`config.mk`:
```
export PLATFORM = sky130hd
export DESIGN_NAME = audio_block_level_meter_core
export DESIGN_NICKNAME = d
export VERILOG_FILES = /design/src/rtl/abl_pkg.sv /design/src/rtl/abl_ctrl.sv /design/src/rtl/abl_dpath.sv /design/src/rtl/audio_block_level_meter_core.sv
export SDC_FILE = /design/constraint.sdc
export NUM_CORES = 2
export LEC_CHECK = 0
export ABC_AREA = 1
export BUFFER_PORTS_ARGS = -buffer_cell sky130_fd_sc_hd__buf_2
export CORE_MARGIN = 3
export CORE_UTILIZATION = 40
export CTS_CLUSTER_SIZE = 10
export DETAILED_ROUTE_END_ITERATION = 8
export GPL_TIMING_DRIVEN = 0
export SYNTH_ARGS = -nofsm -noshare
export SYNTH_HDL_FRONTEND = slang
export SYNTH_SLANG_ARGS = --single-unit
```
`constraint.sdc`:
```
create_clock -name i_clk -period 8.9 [get_ports i_clk]
set_clock_uncertainty 0.15 [all_clocks]
set_input_delay 0.89 -clock i_clk [delete_from_list [all_inputs] [get_ports i_clk]]
set_output_delay 0.89 -clock i_clk [all_outputs]
set_load 0.01 [all_outputs]
```
`src/rtl/abl_pkg.sv`:
```
// Shared types and constants of the block level meter.
package abl_pkg;

    localparam int SAMPLE_W    = 16;
    localparam int CFG_W       = 14;
    localparam int MEAN_W      = 31;
    localparam int LEVEL_W     = 15;
    localparam int FRAC_W      = 24;
    localparam int EXP_W       = 5;
    localparam int LOG_W       = EXP_W + FRAC_W;
    localparam int K_W         = 28;
    localparam int PROD_W      = LOG_W + K_W;
    localparam int MIN_BLOCK   = 64;

    localparam logic [CFG_W-1:0]   RESET_LENGTH = CFG_W'(1000);
    // Scale factor: round(0.055 * ln(2) * 2^32).
    localparam logic [K_W-1:0]     LEVEL_K      = K_W'(163737446);
    localparam logic [LEVEL_W-1:0] LEVEL_MAX    = '1;
    localparam logic [EXP_W-1:0]   EXP_TOP      = EXP_W'(MEAN_W - 1);

    // Commands from the controller to the datapath.
    typedef struct packed {
        logic take;       // an input transaction completes this cycle
        logic div_step;   // one restoring division step
        logic norm_load;  // load 1 + quotient into the log unit
        logic norm_step;  // shift the log operand left by one bit
        logic log_step;   // one squaring round of the log unit
        logic scale;      // multiply the log2 value by the level constant
        logic finish;     // round and load the result registers
    } t_abl_cmd;

    // Status from the datapath to the controller.
    typedef struct packed {
        logic blk_end;       // the next sample completes the block
        logic last_pending;  // a finished block sum is being handed over
        logic norm_done;     // the log operand is normalized
    } t_abl_stat;

endpackage

```
`src/rtl/abl_ctrl.sv`:
```
// Controller state machine of the block level meter.
module abl_ctrl
    import abl_pkg::*;
#(
    parameter int SUM_W = 44,
    parameter int CNT_W = 6
) (
    input  logic      i_clk,
    input  logic      i_rst_n,
    input  logic      i_in_valid,
    output logic      o_in_ready,
    output logic      o_out_valid,
    input  logic      i_out_ready,
    input  t_abl_stat i_stat,
    output t_abl_cmd  o_cmd
);

    localparam logic [2:0] S_IDLE = 3'd0;
    localparam logic [2:0] S_DIV  = 3'd1;
    localparam logic [2:0] S_LOAD = 3'd2;
    localparam logic [2:0] S_NORM = 3'd3;
    localparam logic [2:0] S_LOG  = 3'd4;
    localparam logic [2:0] S_MUL  = 3'd5;
    localparam logic [2:0] S_RND  = 3'd6;
    localparam logic [2:0] S_OUT  = 3'd7;

    logic [2:0]       r_state, n_state;
    logic [CNT_W-1:0] r_cnt, n_cnt;
    logic             busy;

    // A block-ending sample waits until the unit is free for its sum.
    assign busy       = (r_state != S_IDLE) || i_stat.last_pending;
    assign o_in_ready = !(i_stat.blk_end && busy);
    assign o_out_valid = (r_state == S_OUT);

    always_comb begin
        n_state        = r_state;
        n_cnt          = r_cnt;
        o_cmd          = '0;
        o_cmd.take     = i_in_valid && o_in_ready;
        case (r_state)
            S_IDLE: begin
                if (i_stat.last_pending) begin
                    n_state = S_DIV;
                    n_cnt   = '0;
                end
            end
            S_DIV: begin
                o_cmd.div_step = 1'b1;
                n_cnt          = r_cnt + 1'b1;
                if (r_cnt == CNT_W'(SUM_W - 1)) begin
                    n_state = S_LOAD;
                end
            end
            S_LOAD: begin
                o_cmd.norm_load = 1'b1;
                n_state         = S_NORM;
            end
            S_NORM: begin
                if (i_stat.norm_done) begin
                    n_state = S_LOG;
                    n_cnt   = '0;
                end else begin
                    o_cmd.norm_step = 1'b1;
                end
            end
            S_LOG: begin
                o_cmd.log_step = 1'b1;
                n_cnt          = r_cnt + 1'b1;
                if (r_cnt == CNT_W'(FRAC_W - 1)) begin
                    n_state = S_MUL;
                end
            end
            S_MUL: begin
                o_cmd.scale = 1'b1;
                n_state     = S_RND;
            end
            S_RND: begin
                o_cmd.finish = 1'b1;
                n_state      = S_OUT;
            end
            S_OUT: begin
                if (i_out_ready) begin
                    n_state = S_IDLE;
                end
            end
            default: begin
                n_state = S_IDLE;
            end
        endcase
    end

    always_ff @(posedge i_clk) begin
        if (!i_rst_n) begin
            r_state <= S_IDLE;
            r_cnt   <= '0;
        end else begin
            r_state <= n_state;
            r_cnt   <= n_cnt;
        end
    end

endmodule

```
`src/rtl/abl_dpath.sv`:
```
// Datapath of the block level meter: accumulator, divider, log unit and result registers.
module abl_dpath
    import abl_pkg::*;
#(
    parameter int MAX_BLOCK = 8192,
    parameter int N_W       = 14,
    parameter int SUM_W     = 44
) (
    input  logic                       i_clk,
    input  logic                       i_rst_n,
    input  logic                       i_cfg_we,
    input  logic [CFG_W-1:0]           i_cfg_wdata,
    input  logic signed [SAMPLE_W-1:0] i_sample,
    input  t_abl_cmd                   i_cmd,
    output t_abl_stat                  o_stat,
    output logic [LEVEL_W-1:0]         o_level,
    output logic [MEAN_W-1:0]          o_mean_square
);

    logic [CFG_W-1:0]          r_block_length;
    logic [N_W-1:0]            n_eff;
    logic [N_W-1:0]            r_count;
    logic [N_W-1:0]            count_inc;
    logic signed [2*SAMPLE_W-1:0] sq_full;
    logic [MEAN_W-1:0]         r_sq;
    logic                      r_sq_v;
    logic                      r_last;
    logic [SUM_W-1:0]          r_sum;

    logic [SUM_W-1:0]          r_div;
    logic [N_W-1:0]            r_rem;
    logic [N_W-1:0]            r_n;
    logic [N_W:0]              rem_sh;
    logic [N_W:0]              rem_nx;
    logic                      q_bit;

    logic [MEAN_W-1:0]         r_y;
    logic [EXP_W-1:0]          r_e;
    logic [FRAC_W-1:0]         r_frac;
    logic [2*MEAN_W-1:0]       y_sq;
    logic [MEAN_W:0]           y_t;
    logic [PROD_W-1:0]         r_prod;
    logic [PROD_W:0]           rnd_sum;
    logic [LEVEL_W:0]          lv;

    // Block length clamped to the supported range.
    always_comb begin
        if (32'(r_block_length) < 32'(MIN_BLOCK)) begin
            n_eff = N_W'(MIN_BLOCK);
        end else if (32'(r_block_length) > 32'(MAX_BLOCK)) begin
            n_eff = N_W'(MAX_BLOCK);
        end else begin
            n_eff = N_W'(r_block_length);
        end
    end

    assign count_inc           = r_count + 1'b1;
    assign sq_full             = i_sample * i_sample;
    assign o_stat.blk_end      = (count_inc >= n_eff);
    assign o_stat.last_pending = r_sq_v && r_last;
    assign o_stat.norm_done    = r_y[MEAN_W-1];

    // Configuration register and the accumulator with its sample counter.
    always_ff @(posedge i_clk) begin
        if (!i_rst_n) begin
            r_block_length <= RESET_LENGTH;
            r_count        <= '0;
            r_sq_v         <= 1'b0;
            r_last         <= 1'b0;
            r_sum          <= '0;
        end else begin
            if (i_cfg_we) begin
                r_block_length <= i_cfg_wdata;
            end
            r_sq_v <= i_cmd.take;
            r_last <= i_cmd.take && o_stat.blk_end;
            if (i_cmd.take) begin
                r_count <= o_stat.blk_end ? '0 : count_inc;
            end
            if (r_sq_v) begin
                if (r_last) begin
                    r_sum <= '0;
                end else begin
                    r_sum <= r_sum + SUM_W'(r_sq);
                end
            end
        end
    end

    always_ff @(posedge i_clk) begin
        if (i_cmd.take) begin
            r_sq <= sq_full[MEAN_W-1:0];
        end
    end

    // Restoring divider; the quotient shifts into the dividend register.
    assign rem_sh = {r_rem, r_div[SUM_W-1]};
    assign q_bit  = (rem_sh >= {1'b0, r_n});
    assign rem_nx = q_bit ? (rem_sh - {1'b0, r_n}) : rem_sh;

    // Log unit: the squaring product is wide enough to hold values below four.
    assign y_sq = {{MEAN_W{1'b0}}, r_y} * {{MEAN_W{1'b0}}, r_y};
    assign y_t  = y_sq[2*MEAN_W-1:MEAN_W-1];

    assign rnd_sum = {1'b0, r_prod} + ((PROD_W+1)'(1) << 41);
    assign lv      = rnd_sum[PROD_W:42];

    always_ff @(posedge i_clk) begin
        if (o_stat.last_pending) begin
            r_div <= r_sum + SUM_W'(r_sq);
            r_rem <= '0;
            r_n   <= n_eff;
        end else if (i_cmd.div_step) begin
            r_div <= {r_div[SUM_W-2:0], q_bit};
            r_rem <= rem_nx[N_W-1:0];
        end

        if (i_cmd.norm_load) begin
            r_y <= r_div[MEAN_W-1:0] + 1'b1;
            r_e <= EXP_TOP;
        end else if (i_cmd.norm_step) begin
            r_y <= {r_y[MEAN_W-2:0], 1'b0};
            r_e <= r_e - 1'b1;
        end else if (i_cmd.log_step) begin
            r_y    <= y_t[MEAN_W] ? y_t[MEAN_W:1] : y_t[MEAN_W-1:0];
            r_frac <= {r_frac[FRAC_W-2:0], y_t[MEAN_W]};
        end

        if (i_cmd.scale) begin
            r_prod <= {{K_W{1'b0}}, r_e, r_frac} * {{LOG_W{1'b0}}, LEVEL_K};
        end

        if (i_cmd.finish) begin
            o_level       <= lv[LEVEL_W] ? LEVEL_MAX : lv[LEVEL_W-1:0];
            o_mean_square <= r_div[MEAN_W-1:0];
        end
    end

endmodule

```
`src/rtl/audio_block_level_meter_core.sv`:
```
// Top level of the block mean-square level meter.
//
// The meter squares each signed 16-bit sample and accumulates the squares over a
// block whose length is the block_length register, clamped to 64 up to MAX_BLOCK
// samples (reset value 1000). The sample that completes a block yields one result
// transaction carrying mean_square, the block sum divided by the length and
// floored, and level, 0.055*ln(1 + mean_square) in unsigned Q1.14 rounded to
// nearest. Samples are taken at one per cycle; the accumulator clears itself when
// a block ends and the next block starts at once. The finished sum goes to a
// shared post-processing unit: a restoring divider that retires one quotient bit
// per cycle, a normalizing shifter that moves one bit per cycle (fewer bits for
// large means), a log2 unit that produces one fraction bit per cycle by repeated
// squaring, and a multiply and a rounding stage. A result is held in output
// registers until the consumer takes it. Only a block-ending sample can stall: it
// is not accepted while the previous block's result is still being computed or is
// still waiting at the output. The block length may be written only while the
// meter is idle.
module audio_block_level_meter_core
    import abl_pkg::*;
#(
    parameter int MAX_BLOCK = 8192
) (
    input  logic                       i_clk,
    input  logic                       i_rst_n,
    input  logic                       i_cfg_we,
    input  logic [CFG_W-1:0]           i_cfg_wdata,
    input  logic                       i_in_valid,
    output logic                       o_in_ready,
    input  logic signed [SAMPLE_W-1:0] i_sample,
    output logic                       o_out_valid,
    input  logic                       i_out_ready,
    output logic [LEVEL_W-1:0]         o_level,
    output logic [MEAN_W-1:0]          o_mean_square
);

    // Width of the sample counter and of the latched block length.
    localparam int N_W   = $clog2(MAX_BLOCK + 1);
    // Width of the block sum: each square is at most 2^30.
    localparam int SUM_W = $clog2(MAX_BLOCK) + 31;
    // Width of the step counter for the divider and the log rounds.
    localparam int CNT_W = $clog2(SUM_W);

    t_abl_cmd  cmd;
    t_abl_stat stat;

    abl_ctrl #(
        .SUM_W (SUM_W),
        .CNT_W (CNT_W)
    ) u_ctrl (
        .i_clk       (i_clk),
        .i_rst_n     (i_rst_n),
        .i_in_valid  (i_in_valid),
        .o_in_ready  (o_in_ready),
        .o_out_valid (o_out_valid),
        .i_out_ready (i_out_ready),
        .i_stat      (stat),
        .o_cmd       (cmd)
    );

    abl_dpath #(
        .MAX_BLOCK (MAX_BLOCK),
        .N_W       (N_W),
        .SUM_W     (SUM_W)
    ) u_dpath (
        .i_clk         (i_clk),
        .i_rst_n       (i_rst_n),
        .i_cfg_we      (i_cfg_we),
        .i_cfg_wdata   (i_cfg_wdata),
        .i_sample      (i_sample),
        .i_cmd         (cmd),
        .o_stat        (stat),
        .o_level       (o_level),
        .o_mean_square (o_mean_square)
    );

endmodule

```
==> flow_metrics.py <==
metrics = {
    "clock_tree": {
        "cts_buffer_depth": 3,
        "cts_buffers": 40,
        "clk_pin_slew_ps": 60,
        "insertion_delay_ps": 610,
        "cts_sinks": 307,
        "cts_tree": "done",
        "root_buffer": "clkbuf_16",
        "h-tree-depth": 2,
    },
    "run": {
        "maxCapViolations": 0,
    },
    "routing": {
        "drt-total-wl_mm": 211,
        "vias_per_cell": 4.95,
        "drtIter0Drc": 3666,
        "wire_per_inst_um": 19.6,
        "first_pass_iters": 7,
        "vias": 53300,
        "drc": 0,
        "ant_nets": 0,
    },
    "yosys": {
        "synth_nets": 10400,
        "netlist_instances": 8391,
        "syn_area_per_cell_um2": 8.17,
        "ys_async_sr_fraction": 0,
        "yosysTopAreaCell": "fa_1",
        "synth_area_um2": 68600,
        "synth_seq_cells": 307,
        "synth_warnings": 0,
        "synth.top_cell.area_share": 0.382,
        "synthTopCellsByCount": "inv_1, nand2_1, fa_1",
        "synth-seq-area-share": 0.120,
        "synth_most_common_cell": "inv_1",
        "synth-edff-count": 205,
        "ys.flop_type": "edfxtp_1",
        "synth.area.top_cells": "fa_1, inv_1, ha_1",
        "ys_types": 55,
    },
    "floorplan": {
        "die_w_um": 420,
        "rows": 151,
        "initial_core_util": 0.404,
        "core_area_um2": 170000,
        "die_h_um": 420,
        "fp.dieArea_um2": 176000,
        "ios": 83,
    },
    "min_path": {
        "hp-start": "u_dpath.r_count[4]",
        "hp-class": "reg2reg",
    },
    "setup_path": {
        "worstPathMaxFanout": 19,
        "arrival_ps": 8900,
        "crit_slowest_cell": "edfxtp_1",
        "cp.required_ps": 9100,
        "cpMostUsedCell": "fa_1",
        "worstSetupPathType": "reg2reg",
        "end_kind": "register",
        "worstSetupStartpoint": "u_dpath.r_y[4]",
        "r2r-start": "u_dpath.r_y[4]",
        "critPathBufInv": 9,
        "startpoint_type": "register",
        "cp_top_family": "adder cells",
        "crit_path_max_incr_delay_ps": 720,
    },
    "global_routing": {
        "grt_max_degree": 44,
        "antenna_found_initial": 1,
        "grt-ovfl-total": 0,
        "grt_pass1_vias": 56100,
        "track_usage": 0.244,
        "grt_pass1_wl_mm": 328,
    },
    "sta": {
        "rsz0062_at_grt": "false",
        "hold_viol_final": 0,
        "tightest_slew_ps": 1420,
        "period_needed_ps": 8700,
        "drv_slew": 0,
        "max_clock_freq_mhz": 115,
        "period_share": 0.978,
        "relSlewSlack": 0.0515,
        "setup_viol": 0,
    },
    "placement": {
        "dp_hpwl_mm": 184,
        "io_buffers": 73,
        "routabilityCongestion": 1.00,
    },
    "run_status": {
        "outcome": "completed",
    },
    "finish": {
        "fin_nets": 10500,
        "final_util": 0.431,
        "diodes": 0,
        "nFillCells": 17100,
        "syn_to_final_growth_pct": 6.67,
        "drive_above_1_share": 0.0318,
    },
}
stage by stage:
stage	instances	instance area, um2	setup WS, ps	hold slack (ps)	setup TNS, ps
3_5_place_dp	10700	71700	-1230	312	-31910
2_1_floorplan	8391	68600	1640	276	0
6_report	10800	73100	197	316	0
5_1_grt	10800	73100	1.46	336	0
4_1_cts	10800	73100	10.3	300	0
3_3_place_gp	10700	71700	-1190	303	-30740
worst reg2reg max path: cells and delay by family, from the launching register on:
kind                       cells  cell delay [ps]
adders and majority gates      9             4530
buffers and inverters          9             1370
and+or+nand+nor               13             1680
DFF                            1              720
layout make-up:
class,count,area [um2],area share
Timing Repair Buffer,82,458,0.00626
Clock buffer,62,1100,0.0151
Buffer,172,802,0.0110
Sequential cell,307,8200,0.112
Tap cell,2218,2780,0.0379
Clock inverter,11,126,0.00173
Inverter,2477,9300,0.127
Multi-Input combinational cell,5431,50400,0.689
registers in the layout, indices dropped and copies added (netlist names), 3 cells and up:
register and flops:
u_dpath.r_sq 30, u_dpath.r_count 14, u_dpath.r_y 31, u_dpath.r_block_length 14, u_dpath.r_div 44, u_dpath.r_frac 24
u_ctrl.r_cnt 6, u_dpath.o_mean_square 31, u_dpath.r_e 5, u_ctrl.r_state 3, u_dpath.r_sum 44, u_dpath.r_prod 16
u_dpath.r_rem 14, u_dpath.r_n 14, u_dpath.o_level 15
per-layer routing:
| metal | vias up | routed length, um | GRT usage |
|---|---|---|---|
| li1 | 25000 | - | - |
| met1 | 26400 | 89000 | 0.320 |
| met2 | 1522 | 101000 | 0.418 |
| met3 | 337 | 11600 | 0.0254 |
| met4 | 0 | 9560 | 0.0918 |
| met5 | - | 0 | 0 |
final timing paths:
path	depth (start not counted)	to	slack [ps]
worst min-delay path	2	u_dpath.r_count[4]	320
worst min register to register	2	u_dpath.r_count[4]	320
worst max-delay path	31	u_dpath.r_y[25]	200
worst max register to register	31	u_dpath.r_y[25]	200
kinds of logic (layout without fill, tap and decap cells):
family                   Yosys count  after routing  synth area share
AND/OR/NAND/NOR                 2672           2672             0.159
buffers and inverters           2653           2804             0.146
adder cells (fa/ha/maj)         2000           2000             0.508
AO/OA/AOI/OAI                    620            620            0.0496
flip-flops                       307            307             0.120
XOR/XNOR                         139            139            0.0178
cells in the final DEF (no fill, tap or decap), types with 12 or more instances in the layout:
cell	n
a21oi_1	317
o21bai_1	25
or2_2	19
dfxtp_1	102
nor3_1	60
clkbuf_16	40
nand2_2	13
nand3b_1	14
buf_2	83
inv_2	12
o211ai_1	24
a21o_1	21
inv_1	2461
xnor2_1	46
o21ai_0	175
nand4_1	51
a31oi_1	21
clkbuf_2	40
edfxtp_1	205
fa_1	1309
clkbuf_1	117
nor2_1	391
nand2_1	1815
xor2_1	93
ha_1	691
nor4_1	15
nand3_1	253
timing repair:
| action | in CTS | in global routing |
|---|---|---|
| hold buffers | 0 | 0 |
| resized for setup | 35 | 98 |
| setup endpoints to repair | 32 | 32 |
| setup buffers | 2 | 5 |
Power is not shown: default switching activity piles up to over one toggle a cycle in this logic, so the estimate is an artifact.
